### config.mk
export PLATFORM = sky130hd
export DESIGN_NAME = integrator_lead_compensator_flat
export DESIGN_NICKNAME = d
export VERILOG_FILES = /design/src/hw/rtl/ilc_pkg.sv /design/src/hw/rtl/ilc_intf.sv /design/src/hw/rtl/integrator_lead_compensator.sv /design/src/hw/rtl/ilc_cfg_regs.sv /design/src/hw/rtl/ilc_ctrl.sv /design/src/hw/rtl/ilc_dp.sv /design/src/flat_wrapper.sv
export SDC_FILE = /design/constraint.sdc
export NUM_CORES = 2
export LEC_CHECK = 0
export BUFFER_PORTS_ARGS = -buffer_cell sky130_fd_sc_hd__buf_2
export CAP_MARGIN = 15
export CORE_MARGIN = 3
export CORE_UTILIZATION = 60
export DETAILED_ROUTE_END_ITERATION = 16
export PLACE_DENSITY = 0.77
export SLEW_MARGIN = 0
export SYNTH_ARGS = -nofsm -noshare
export SYNTH_HDL_FRONTEND = slang
export SYNTH_SLANG_ARGS = --single-unit
export TNS_END_PERCENT = 5
### constraint.sdc
create_clock -name clk -period 11.98 [get_ports clk]
set_clock_uncertainty 0.2 [all_clocks]
set_input_delay 1.797 -clock clk [delete_from_list [all_inputs] [get_ports clk]]
set_output_delay 1.797 -clock clk [all_outputs]
set_load 0.01 [all_outputs]
### src/hw/rtl/ilc_pkg.sv
// Shared types, register indexes and command codes for the integrator plus lead compensator.
package ilc_pkg;

	localparam int PORT_W    = 32;
	localparam int PROD_W    = 2 * PORT_W;
	localparam int ACC_W     = PROD_W + 4;
	localparam int CFG_IDX_W = 4;

	// register indexes on the config port
	localparam logic [CFG_IDX_W-1:0] REG_REF   = 4'd0;
	localparam logic [CFG_IDX_W-1:0] REG_GAIN  = 4'd1;
	localparam logic [CFG_IDX_W-1:0] REG_SIGNS = 4'd2;
	localparam logic [CFG_IDX_W-1:0] REG_B0    = 4'd3;
	localparam logic [CFG_IDX_W-1:0] REG_B1    = 4'd4;
	localparam logic [CFG_IDX_W-1:0] REG_B2    = 4'd5;
	localparam logic [CFG_IDX_W-1:0] REG_A1    = 4'd6;
	localparam logic [CFG_IDX_W-1:0] REG_A2    = 4'd7;

	localparam logic [3:0] SIGNS_RESET = 4'd10;

	// sum_signs bit positions, set means subtract
	localparam int SGN_REF = 0;
	localparam int SGN_Y1  = 1;
	localparam int SGN_U1  = 2;
	localparam int SGN_Y2  = 3;

	// multiplier operand pair
	typedef logic [2:0] mul_sel_t;
	localparam mul_sel_t MUL_GAIN = 3'd0;
	localparam mul_sel_t MUL_B0   = 3'd1;
	localparam mul_sel_t MUL_B1   = 3'd2;
	localparam mul_sel_t MUL_B2   = 3'd3;
	localparam mul_sel_t MUL_A1   = 3'd4;
	localparam mul_sel_t MUL_A2   = 3'd5;

	// accumulator operation
	typedef logic [1:0] acc_op_t;
	localparam acc_op_t ACC_HOLD      = 2'd0;
	localparam acc_op_t ACC_LOAD_INT  = 2'd1;
	localparam acc_op_t ACC_ADD       = 2'd2;
	localparam acc_op_t ACC_LOAD_PROD = 2'd3;

	typedef struct packed {
		logic signed [PORT_W-1:0] ref_position;
		logic signed [PORT_W-1:0] integrator_gain;
		logic [3:0]               sum_signs;
		logic signed [PORT_W-1:0] num_b0;
		logic signed [PORT_W-1:0] num_b1;
		logic signed [PORT_W-1:0] num_b2;
		logic signed [PORT_W-1:0] den_a1;
		logic signed [PORT_W-1:0] den_a2;
	} cfg_t;

	typedef struct packed {
		logic     ld_in;
		logic     ld_e1;
		logic     ld_u1;
		logic     ld_e2;
		logic     commit;
		mul_sel_t mul_sel;
		acc_op_t  acc_op;
	} cmd_t;

endpackage

### src/hw/rtl/ilc_intf.sv
// Channel interfaces: position sample, result, configuration write.
interface ilc_in_if;
	logic                              valid;
	logic                              ready;
	logic signed [ilc_pkg::PORT_W-1:0] estimated_position;

	modport source (output valid, output estimated_position, input ready);
	modport sink (input valid, input estimated_position, output ready);
endinterface

interface ilc_out_if;
	logic                              valid;
	logic                              ready;
	logic signed [ilc_pkg::PORT_W-1:0] drive_value;
	logic signed [ilc_pkg::PORT_W-1:0] integrator_value;
	logic                              saturated;

	modport source (output valid, output drive_value, output integrator_value,
		output saturated, input ready);
	modport sink (input valid, input drive_value, input integrator_value,
		input saturated, output ready);
endinterface

interface ilc_cfg_if;
	logic                                valid;
	logic                                ready;
	logic [ilc_pkg::CFG_IDX_W-1:0]       index;
	logic [ilc_pkg::PORT_W-1:0]          data;

	modport source (output valid, output index, output data, input ready);
	modport sink (input valid, input index, input data, output ready);
endinterface

### src/hw/rtl/integrator_lead_compensator.sv
// Top level: integrator followed by a second-order lead section, fixed point.
//
//  channel  dir  handshake    payload
//  sample   in   valid/ready  estimated_position
//  result   out  valid/ready  drive_value, integrator_value, saturated
//  cfg      in   valid/ready  index, data (ready always high)
//
// An item runs from the accept cycle through eight steps on the single 32x32 multiplier
// and its accumulator, six products in all; result valid is registered from the last step.
// sample.ready is high only between items, so a new item waits until the last one commits.
// A result waiting in the output register does not block acceptance; the last step
// holds only while that register is still full. Reset clears the filter history,
// the output valid and the registers to their defaults.
module integrator_lead_compensator #(
	parameter int DATA_WIDTH     = 32,
	parameter int COEF_FRAC_BITS = 24
) (
	input logic      clk,
	input logic      arst_n,
	ilc_in_if.sink   sample,
	ilc_out_if.source result,
	ilc_cfg_if.sink  cfg
);
	import ilc_pkg::*;

	localparam int SIG_W = (DATA_WIDTH < PORT_W) ? DATA_WIDTH : PORT_W;
	localparam logic signed [PORT_W-1:0] OUT_HI =
		PORT_W'((PROD_W'(1) <<< (SIG_W - 1)) - PROD_W'(1));
	localparam logic signed [PORT_W-1:0] OUT_LO = -OUT_HI - PORT_W'(1);

	cfg_t cfg_regs;
	cmd_t cmd;

	assign cfg.ready = 1'b1;

	ilc_cfg_regs u_regs (
		.clk      (clk),
		.arst_n   (arst_n),
		.wr_en    (cfg.valid),
		.wr_index (cfg.index),
		.wr_data  (cfg.data),
		.cfg      (cfg_regs)
	);

	ilc_ctrl u_ctrl (
		.clk       (clk),
		.arst_n    (arst_n),
		.in_valid  (sample.valid),
		.in_ready  (sample.ready),
		.out_valid (result.valid),
		.out_ready (result.ready),
		.cmd       (cmd)
	);

	ilc_dp #(
		.SIG_W          (SIG_W),
		.COEF_FRAC_BITS (COEF_FRAC_BITS)
	) u_dp (
		.clk              (clk),
		.arst_n           (arst_n),
		.cfg              (cfg_regs),
		.cmd              (cmd),
		.in_position      (sample.estimated_position),
		.drive_value      (result.drive_value),
		.integrator_value (result.integrator_value),
		.saturated        (result.saturated)
	);

	// one item at a time: busy right after an accept
	a_busy_after_accept: assert property (@(posedge clk) disable iff (!arst_n)
		(sample.valid && sample.ready) |=> !sample.ready)
		else $error("sample accepted while an item is in progress");

	// with an empty output register the last step does not stall before the result shows
	a_result_latency: assert property (@(posedge clk) disable iff (!arst_n)
		(sample.valid && sample.ready && !result.valid) |-> ##9 result.valid)
		else $error("result did not appear after nine cycles");

	// saturation keeps both outputs within the signal range
	a_output_range: assert property (@(posedge clk) disable iff (!arst_n)
		result.valid |-> (result.drive_value <= OUT_HI && result.drive_value >= OUT_LO
			&& result.integrator_value <= OUT_HI && result.integrator_value >= OUT_LO))
		else $error("output outside the saturated signal range");

endmodule

### src/hw/rtl/ilc_cfg_regs.sv
// Configuration register file of the compensator.
module ilc_cfg_regs (
	input  logic                          clk,
	input  logic                          arst_n,
	input  logic                          wr_en,
	input  logic [ilc_pkg::CFG_IDX_W-1:0] wr_index,
	input  logic [ilc_pkg::PORT_W-1:0]    wr_data,
	output ilc_pkg::cfg_t                 cfg
);
	import ilc_pkg::*;

	cfg_t cfg_q;

	always_ff @(posedge clk or negedge arst_n) begin
		if (!arst_n) begin
			cfg_q.ref_position    <= '0;
			cfg_q.integrator_gain <= '0;
			cfg_q.sum_signs       <= SIGNS_RESET;
			cfg_q.num_b0          <= '0;
			cfg_q.num_b1          <= '0;
			cfg_q.num_b2          <= '0;
			cfg_q.den_a1          <= '0;
			cfg_q.den_a2          <= '0;
		end else if (wr_en) begin
			unique case (wr_index)
				REG_REF:   cfg_q.ref_position    <= wr_data;
				REG_GAIN:  cfg_q.integrator_gain <= wr_data;
				REG_SIGNS: cfg_q.sum_signs       <= wr_data[3:0];
				REG_B0:    cfg_q.num_b0          <= wr_data;
				REG_B1:    cfg_q.num_b1          <= wr_data;
				REG_B2:    cfg_q.num_b2          <= wr_data;
				REG_A1:    cfg_q.den_a1          <= wr_data;
				REG_A2:    cfg_q.den_a2          <= wr_data;
				default: ;
			endcase
		end
	end

	assign cfg = cfg_q;

endmodule

### src/hw/rtl/ilc_ctrl.sv
// Step sequencer: walks one item through the shared multiply-accumulate datapath.
module ilc_ctrl (
	input  logic          clk,
	input  logic          arst_n,
	input  logic          in_valid,
	output logic          in_ready,
	output logic          out_valid,
	input  logic          out_ready,
	output ilc_pkg::cmd_t cmd
);
	import ilc_pkg::*;

	localparam logic [3:0] ST_IDLE   = 4'd0;
	localparam logic [3:0] ST_E1     = 4'd1;
	localparam logic [3:0] ST_U1_ACC = 4'd2;
	localparam logic [3:0] ST_U1     = 4'd3;
	localparam logic [3:0] ST_E2     = 4'd4;
	localparam logic [3:0] ST_MAC_A  = 4'd5;
	localparam logic [3:0] ST_MAC_B  = 4'd6;
	localparam logic [3:0] ST_MAC_C  = 4'd7;
	localparam logic [3:0] ST_U2     = 4'd8;

	logic [3:0] state_q, state_d;
	logic       out_valid_q;
	logic       out_free;

	assign out_free = !out_valid_q || out_ready;
	assign in_ready = (state_q == ST_IDLE);

	always_comb begin
		state_d     = state_q;
		cmd         = '0;
		cmd.mul_sel = MUL_GAIN;
		cmd.acc_op  = ACC_HOLD;
		unique case (state_q)
			ST_IDLE: begin
				if (in_valid) begin
					cmd.ld_in = 1'b1;
					state_d   = ST_E1;
				end
			end
			ST_E1: begin
				cmd.ld_e1   = 1'b1;
				cmd.acc_op  = ACC_LOAD_INT;
				cmd.mul_sel = MUL_GAIN;
				state_d     = ST_U1_ACC;
			end
			ST_U1_ACC: begin
				cmd.acc_op  = ACC_ADD;
				cmd.mul_sel = MUL_B1;
				state_d     = ST_U1;
			end
			ST_U1: begin
				// integrator sum done; start the lead sum with the b1 product
				cmd.ld_u1   = 1'b1;
				cmd.acc_op  = ACC_LOAD_PROD;
				cmd.mul_sel = MUL_B2;
				state_d     = ST_E2;
			end
			ST_E2: begin
				cmd.ld_e2   = 1'b1;
				cmd.acc_op  = ACC_ADD;
				cmd.mul_sel = MUL_A1;
				state_d     = ST_MAC_A;
			end
			ST_MAC_A: begin
				cmd.acc_op  = ACC_ADD;
				cmd.mul_sel = MUL_A2;
				state_d     = ST_MAC_B;
			end
			ST_MAC_B: begin
				cmd.acc_op  = ACC_ADD;
				cmd.mul_sel = MUL_B0;
				state_d     = ST_MAC_C;
			end
			ST_MAC_C: begin
				cmd.acc_op = ACC_ADD;
				state_d    = ST_U2;
			end
			ST_U2: begin
				if (out_free) begin
					cmd.commit = 1'b1;
					state_d    = ST_IDLE;
				end
			end
			default: state_d = ST_IDLE;
		endcase
	end

	always_ff @(posedge clk or negedge arst_n) begin
		if (!arst_n) begin
			state_q     <= ST_IDLE;
			out_valid_q <= 1'b0;
		end else begin
			state_q     <= state_d;
			out_valid_q <= cmd.commit || (out_valid_q && !out_ready);
		end
	end

	assign out_valid = out_valid_q;

endmodule

### src/hw/rtl/ilc_dp.sv
// Datapath: summers, shared 32x32 multiplier, wide accumulator, history and result registers.
module ilc_dp #(
	parameter int SIG_W          = 32,
	parameter int COEF_FRAC_BITS = 24
) (
	input  logic                              clk,
	input  logic                              arst_n,
	input  ilc_pkg::cfg_t                     cfg,
	input  ilc_pkg::cmd_t                     cmd,
	input  logic signed [ilc_pkg::PORT_W-1:0] in_position,
	output logic signed [ilc_pkg::PORT_W-1:0] drive_value,
	output logic signed [ilc_pkg::PORT_W-1:0] integrator_value,
	output logic                              saturated
);
	import ilc_pkg::*;

	localparam logic signed [ACC_W-1:0] SAT_HI =
		ACC_W'((ACC_W'(1) <<< (SIG_W - 1)) - ACC_W'(1));
	localparam logic signed [ACC_W-1:0] SAT_LO = -SAT_HI - ACC_W'(1);

	function automatic logic signed [PORT_W-1:0] sat_fn(
		input  logic signed [ACC_W-1:0] v,
		output logic                    clip
	);
		clip = 1'b1;
		if (v > SAT_HI) return PORT_W'(SAT_HI);
		if (v < SAT_LO) return PORT_W'(SAT_LO);
		clip = 1'b0;
		return PORT_W'(v);
	endfunction

	function automatic logic signed [ACC_W-1:0] sum2(
		input logic signed [PORT_W-1:0] a,
		input logic                     neg_a,
		input logic signed [PORT_W-1:0] b,
		input logic                     neg_b
	);
		logic signed [ACC_W-1:0] xa;
		logic signed [ACC_W-1:0] xb;
		xa = neg_a ? -ACC_W'(a) : ACC_W'(a);
		xb = neg_b ? -ACC_W'(b) : ACC_W'(b);
		return xa + xb;
	endfunction

	logic signed [PORT_W-1:0] y_q;
	logic signed [PORT_W-1:0] e1_q, u1_q, e2_q;
	logic signed [PORT_W-1:0] prev_e1_q, integ_q;
	logic signed [PORT_W-1:0] eh0_q, eh1_q, dh0_q, dh1_q;
	logic                     clip_q;
	logic signed [ACC_W-1:0]  acc_q;
	logic signed [PROD_W-1:0] prod_s1;

	logic signed [PORT_W-1:0] mul_a, mul_b;
	logic signed [PORT_W-1:0] e1_d, u1_d, e2_d, u2_d;
	logic                     e1_clip, u1_clip, e2_clip, u2_clip;
	logic signed [ACC_W-1:0]  acc_shr;

	always_comb begin
		case (cmd.mul_sel)
			MUL_GAIN: begin mul_a = prev_e1_q; mul_b = cfg.integrator_gain; end
			MUL_B0:   begin mul_a = e2_q;      mul_b = cfg.num_b0;          end
			MUL_B1:   begin mul_a = eh0_q;     mul_b = cfg.num_b1;          end
			MUL_B2:   begin mul_a = eh1_q;     mul_b = cfg.num_b2;          end
			MUL_A1:   begin mul_a = dh0_q;     mul_b = cfg.den_a1;          end
			MUL_A2:   begin mul_a = dh1_q;     mul_b = cfg.den_a2;          end
			default:  begin mul_a = '0;        mul_b = '0;                  end
		endcase
	end

	// arithmetic shift floors, matching the exact sum of products
	assign acc_shr = acc_q >>> COEF_FRAC_BITS;

	always_comb begin
		e1_d = sat_fn(sum2(cfg.ref_position, cfg.sum_signs[SGN_REF],
			y_q, cfg.sum_signs[SGN_Y1]), e1_clip);
		u1_d = sat_fn(acc_shr, u1_clip);
		e2_d = sat_fn(sum2(u1_q, cfg.sum_signs[SGN_U1],
			y_q, cfg.sum_signs[SGN_Y2]), e2_clip);
		u2_d = sat_fn(acc_shr, u2_clip);
	end

	always_ff @(posedge clk) begin
		prod_s1 <= mul_a * mul_b;
		if (cmd.ld_in) y_q <= in_position;
		if (cmd.ld_e1) e1_q <= e1_d;
		if (cmd.ld_u1) u1_q <= u1_d;
		if (cmd.ld_e2) e2_q <= e2_d;
		case (cmd.acc_op)
			// integrator value pre-scaled so one floor shift gives acc + floor(p)
			ACC_LOAD_INT:  acc_q <= ACC_W'(integ_q) <<< COEF_FRAC_BITS;
			ACC_ADD:       acc_q <= acc_q + ACC_W'(prod_s1);
			ACC_LOAD_PROD: acc_q <= ACC_W'(prod_s1);
			default:       acc_q <= acc_q;
		endcase
		if (cmd.ld_e1) begin
			clip_q <= e1_clip;
		end else if (cmd.ld_u1) begin
			clip_q <= clip_q | u1_clip;
		end else if (cmd.ld_e2) begin
			clip_q <= clip_q | e2_clip;
		end
		if (cmd.commit) begin
			drive_value      <= u2_d;
			integrator_value <= u1_q;
			saturated        <= clip_q | u2_clip;
		end
	end

	// filter state, cleared by reset
	always_ff @(posedge clk or negedge arst_n) begin
		if (!arst_n) begin
			prev_e1_q <= '0;
			integ_q   <= '0;
			eh0_q     <= '0;
			eh1_q     <= '0;
			dh0_q     <= '0;
			dh1_q     <= '0;
		end else if (cmd.commit) begin
			prev_e1_q <= e1_q;
			integ_q   <= u1_q;
			eh1_q     <= eh0_q;
			eh0_q     <= e2_q;
			dh1_q     <= dh0_q;
			dh0_q     <= u2_d;
		end
	end

endmodule

### src/flat_wrapper.sv
// flat-port wrapper written by rule: the top's interface ports become plain ports
module integrator_lead_compensator_flat import ilc_pkg::*;
#(
	parameter int DATA_WIDTH     = 32,
	parameter int COEF_FRAC_BITS = 24
)
  (clk, arst_n, sample_valid, sample_estimated_position, sample_ready, result_valid, result_drive_value, result_integrator_value, result_saturated, result_ready, cfg_valid, cfg_index, cfg_data, cfg_ready);
  ilc_in_if sample_i ();
  ilc_out_if result_i ();
  ilc_cfg_if cfg_i ();
  input logic clk;
  input logic arst_n;
  input wire logic [$bits(sample_i.valid)-1:0] sample_valid;
  input wire logic [$bits(sample_i.estimated_position)-1:0] sample_estimated_position;
  output wire logic [$bits(sample_i.ready)-1:0] sample_ready;
  output wire logic [$bits(result_i.valid)-1:0] result_valid;
  output wire logic [$bits(result_i.drive_value)-1:0] result_drive_value;
  output wire logic [$bits(result_i.integrator_value)-1:0] result_integrator_value;
  output wire logic [$bits(result_i.saturated)-1:0] result_saturated;
  input wire logic [$bits(result_i.ready)-1:0] result_ready;
  input wire logic [$bits(cfg_i.valid)-1:0] cfg_valid;
  input wire logic [$bits(cfg_i.index)-1:0] cfg_index;
  input wire logic [$bits(cfg_i.data)-1:0] cfg_data;
  output wire logic [$bits(cfg_i.ready)-1:0] cfg_ready;
  assign sample_i.valid = sample_valid;
  assign sample_i.estimated_position = sample_estimated_position;
  assign sample_ready = sample_i.ready;
  assign result_valid = result_i.valid;
  assign result_drive_value = result_i.drive_value;
  assign result_integrator_value = result_i.integrator_value;
  assign result_saturated = result_i.saturated;
  assign result_i.ready = result_ready;
  assign cfg_i.valid = cfg_valid;
  assign cfg_i.index = cfg_index;
  assign cfg_i.data = cfg_data;
  assign cfg_ready = cfg_i.ready;
  integrator_lead_compensator #(.DATA_WIDTH(DATA_WIDTH), .COEF_FRAC_BITS(COEF_FRAC_BITS)) u_core (.clk(clk), .arst_n(arst_n), .sample(sample_i), .result(result_i), .cfg(cfg_i));
endmodule
* Word level (Yosys, flattened, before mapping)
Index checks and enable logic that the tools add are counted.
Word-level totals: bits in registers 751, latch bits 0, RAM bits 0, bits in read-only memories 0, input port bits 73, output and inout port bits 68, memories 0
Operators by class: add/sub/neg operators 6, multiply operators 1, divide/modulo/power cells 0, order comparisons 6, equality and inequality tests 25, shift operators 0, muxes and demuxes 49, bitwise logic cells 2, reduce and logical (&&, ||, !) cells 20
Operators with widths (count):
- $mux 32 | 12
- $pmux 32 s6 | 2
- $mux 68 | 4
- $neg 32->68 | 3
- $pmux 68 s3 | 1
- $add 68x68->68 | 2
- $gt 68x32->1 const B | 2
- $lt 68x32->1 const B | 2
- $add 68x64->68 | 1
- $mul 32x32->64 | 1
- $gt 44x32->1 const B | 1
- $lt 44x32->1 const B | 1
- $pmux 4 s9 | 1
- $eq 4x3->1 const B | 8
- $mux 1 | 25
- $reduce_and 2->1 | 9
- $eq 4x2->1 const B | 4
- $pmux 3 s5 | 1
- $eq 4x1->1 const B | 2
- $logic_not 4->1 | 2
- $mux 4 | 2
- $eq 3x2->1 const B | 2
- $eq 3x3->1 const B | 2
- $pmux 2 s3 | 1
- 12 further kinds | 18

* Depth between registers and ports, before layout
word-level depth 12, gate-level depth with buffers 41, depth with buffers taken out 36

* Hierarchy
Synthesis repeated with hierarchy kept, for this count alone.
Second synthesis, totals: cell total of the unflattened synthesis 8372, area total of the unflattened synthesis 80782.5 µm²
Modules (own cells, without submodules):
- ilc_dp | instances 1, cells each 7841, area each 71791.4 µm², sequential area each 13953.4 µm²
- ilc_cfg_regs | instances 1, cells each 492, area each 8648.3 µm², sequential area each 5708.0 µm²
- ilc_ctrl | instances 1, cells each 37, area each 331.6 µm², sequential area each 125.1 µm²
- integrator_lead_compensator | instances 1, cells each 2, area each 11.3 µm², sequential area each 0.0 µm²

* Worst setup path after synthesis
OpenSTA, ideal clock, no wires.
kind register to register, start point reg u_core.u_ctrl.state_q[1], end point reg u_core.u_dp.prod_s1[62], arrival time 10.731 ns, path slack 0.976 ns, cell stages (with the launch flop) 37, buffers on the path 5, period minus slack after synthesis 11.004 ns, cells stage by stage dfrtp_1 clkbuf_1 nor3_1 clkbuf_1 clkbuf_1 buf_1 a222oi_1 nand2_1 clkbuf_1 nand2_1 fa_1 fa_1 fa_1 fa_1 inv_1 fa_1 inv_1 fa_1 inv_1 fa_1 fa_1 ha_1 nand3_1 nor2_1 and2_1 a211o_1 a221oi_4 o311ai_2 o311ai_4 o31ai_2 a211oi_2 o31ai_1 o41ai_4 nand2b_1 nand2_2 a2111oi_4 xnor2_1
On the way: cells in the longest elaborated chain, start to end 5
Ends and longest elaborated chain:
- from (decl) | line ilc_ctrl.sv:23 | logic [3:0] state_q, state_d;
- from (signal assigned) | line ilc_ctrl.sv:95 | state_q <= state_d;
- $eq 4x3->1 / $eq 4x2->1 (equally long branches) | line ilc_ctrl.sv:35 | unique case (state_q)
- $pmux 3 s5 (*) | line ilc_ctrl.sv:35
- $eq 3x3->1 (tied with other cells) | line ilc_dp.sv:59 | case (cmd.mul_sel)
- $pmux 32 s6 | line ilc_dp.sv:59
- $mul 32x32->64 (*) | line ilc_dp.sv:83 | prod_s1 <= mul_a * mul_b;
- to (signal assigned) | line ilc_dp.sv:83
- to (decl) | line ilc_dp.sv:51 | logic signed [PROD_W-1:0] prod_s1;
Mark *: on every way between the ends. The rest lies on a longest branch, timed or not. A chain may end at the register's enable or synchronous reset.

* Worst setup path after layout
start point reg u_core.u_ctrl.state_q[3], end point reg u_core.u_dp.prod_s1[63]
The elaborated chain is that of the path after synthesis.

==> summary.md <==
| Metric | Value |
|---|---|
| Crit-path slowest cell | `fa_1` |
| PortBufs | `between 100 and 150` |
| Die footprint | `0.137 sq mm` |
| WL per Instance | `25.7 um` |
| Critical path peak fanout | `22` |
| Seq/Total Area, Yosys | `approximately 25%` |
| Fraction of layout cells with a size suffix above 1 | `about 9%` |
| Leading area contributor after synthesis | `fa_1` |
| Final hold viol count | `0` |
| YS warnings | `0` |
| DR pass1 iterations | `15` |
| Endpoints failing setup | `0` |
| Share of flip-flops with an asynchronous set or reset | `a little under three fifths` |
| EDFF count, synth | `262` |
| Worst Path Arrival | `11.83 ns` |
| Synth area leaders | `fa_1, dfrtp_1, edfxtp_1` |
| # nets final | `between 10,000 and 15,000` |
| Final Critical Period | `~12 ns` |
| Synth Net Count | `10,200` |
| Sinks on Clock Net | `751` |
| CTS tree | `done` |
| Synth Flop Type | `dfrtp_1` |
| CP Launch Type | `register` |
| Clk pin slew, worst setup/hold paths | `~0.070 ns` |
| Vias in the first global route | `64,800` |
| # IOs | `141` |
| Initial DRC Count | `between 8,000 and 9,000` |
| Post-Layout Cell Count | `10,400` |
| Core area | `0.132 sq mm` |
| Routed Antenna Nets | `0` |
| Unrepaired setup endpoints after global routing | `false` |
| Largest net degree at the start of global routing | `176` |
| Data required, critical path | `approximately 12 ns` |
| Vias | `65,100` |
| H-tree lvl count | `3` |
| Commonest cells in the netlist | `nand2_1, inv_1, fa_1` |
| Max Cap Viol | `0` |
| Post-synth cell types | `between 100 and 150` |
| Period utilization | `96.0%` |
| Clk buf depth | `3` |
| Die Ht | `371 um` |
| Post-Syn Instances | `around 8,700` |
| Worst slew pin tran | `1.27 ns` |
| Clk_lat worst skew | `0.71 ns` |
| Grt ovf | `0` |
| Setup CP Type | `reg -> reg` |
| GRT Util Overall | `39.3%` |
| DIE WIDTH | `371 um` |
| Status | `finished, final reports clean` |
| Max Slew Vio Count | `0` |
| Hold Crit Class | `reg -> reg` |
| Cell Rows | `133` |
| Vias per Instance | `~6.2` |
| Routability congestion estimate | `between 1 and 1.5` |
| Max transition margin | `15.5%` |
| Final wirelength | `around 270 mm` |
| Flops & latches, synth | `751` |
| Clock root cell | `clkbuf_16` |
| Syn avg cell area | `9.21 sq um` |
| Initial core utilization | `60.6%` |
| Most frequent cell after synthesis | `nand2_1` |
| Post-DP HPWL | `211 mm` |
| Antenna violations before repair | `17` |
| Area added between synthesis and finish | `6.97%` |
| Post-synth top area share | `27.3%` |
| Critical Path Sink Type | `register` |
| Global-route wire length before repair | `slightly above 400 mm` |
| Dpl cells | `10,300` |
| Setup TNS | `0 ns` |
| Max FFs per register | `228` |
| Most used cell, CP | `fa_1` |
| DRC Markers | `0` |
| Post-Syn Area | `0.0797 sq mm` |
| TritonCTS buffer count | `79` |
| Highest clock rate | `86.9 MHz` |
| Slowest cell delay on critical path | `1.08 ns` |
[final cells by class]
class,instances,area [sq um]
sequential,751,19800
inverter,1161,4370
clock buffer,102,2200
timing repair buffer,324,2210
fill,10800,46300
multi-input combinational,6287,53900
antenna,12,30.0
tap,1755,2200
clock inverter,46,596
[repair_timing]
action | 4_1_cts | 5_1_grt
setup endpoints to repair | 0 | 2
resized for setup | 0 | 3
buffers inserted | 0 | 2
hold buffers | 0 | 0
[layer usage]
layer	up-vias	global-route usage, %	wire [um]
met5	-	0	278
met4	12	20.2	16500
met3	713	10.1	29700
met2	3605	60.0	120000
met1	32700	52.0	102000
li1	28100	-	-
[worst paths after layout]
path / startpoint / end / slack (ns) / cells after the start
worst max-delay path: u_core.u_ctrl.state_q[3] / u_core.u_dp.prod_s1[63] / 0.48 / 33
worst min-delay path: u_core.u_dp.e1_q[18] / u_core.u_dp.prev_e1_q[18] / 0.23 / 2
worst max register to register: u_core.u_ctrl.state_q[3] / u_core.u_dp.prod_s1[63] / 0.48 / 33
worst min register to register: u_core.u_dp.e1_q[18] / u_core.u_dp.prev_e1_q[18] / 0.23 / 2
max in group asynchronous: arst_n / u_core.u_dp.dh0_q[13] / 8.41 / 3
min in group asynchronous: arst_n / u_core.u_regs.cfg[90] / 0.88 / 1
[kinds of logic after synthesis]
kind of cell	after synthesis	synth area share [%]
and+or+nand+nor	2888	15.7
buffers and inverters	1618	7.76
adders and majority gates	1479	33.4
muxes	239	3.36
xor gates and xnor gates	348	3.82
other	1	0.00470
DFF	751	24.8
AOI/OAI and AO/OA	1330	11.1
[placed cells by master, fill, tap and decap left out, types with 87 or more instances in the layout]
cell type,synthesis,routed
nand2_1,1618,1618
inv_1,1159,1159
fa_1,1086,1086
nor2_1,668,664
dfrtp_1,423,423
ha_1,393,393
o21ai_0,329,328
a21oi_1,309,309
edfxtp_1,262,262
xnor2_1,261,261
mux2_2,231,231
a21o_1,196,196
buf_4,1,174
buf_2,12,138
nand4_1,105,105
xor2_1,87,87
[worst max-delay path: cells and delay by family (launching register included)]
family / cells / cell delay (ns)
compound gates: 7 / 1.43
xor+xnor: 1 / 0.14
fa+ha+maj: 9 / 5.63
buf+inv: 7 / 1.42
flops: 1 / 0.55
simple gates: 9 / 1.90
[stage by stage]
step	hold slack (ns)	cell area (sq um)	setup slack [ns]	util, %
after global routing	0.252	85300	0.00167	64.8
after floorplan	0.215	79700	0.976	-
after CTS	0.232	85100	0.549	64.7
after detailed placement	0.224	82300	0.607	62.5
after global placement	0.225	82300	0.728	62.5
final	0.235	85300	0.478	64.8
Power is not shown: default switching activity piles up to over one toggle a cycle in this logic, so the estimate is an artifact.
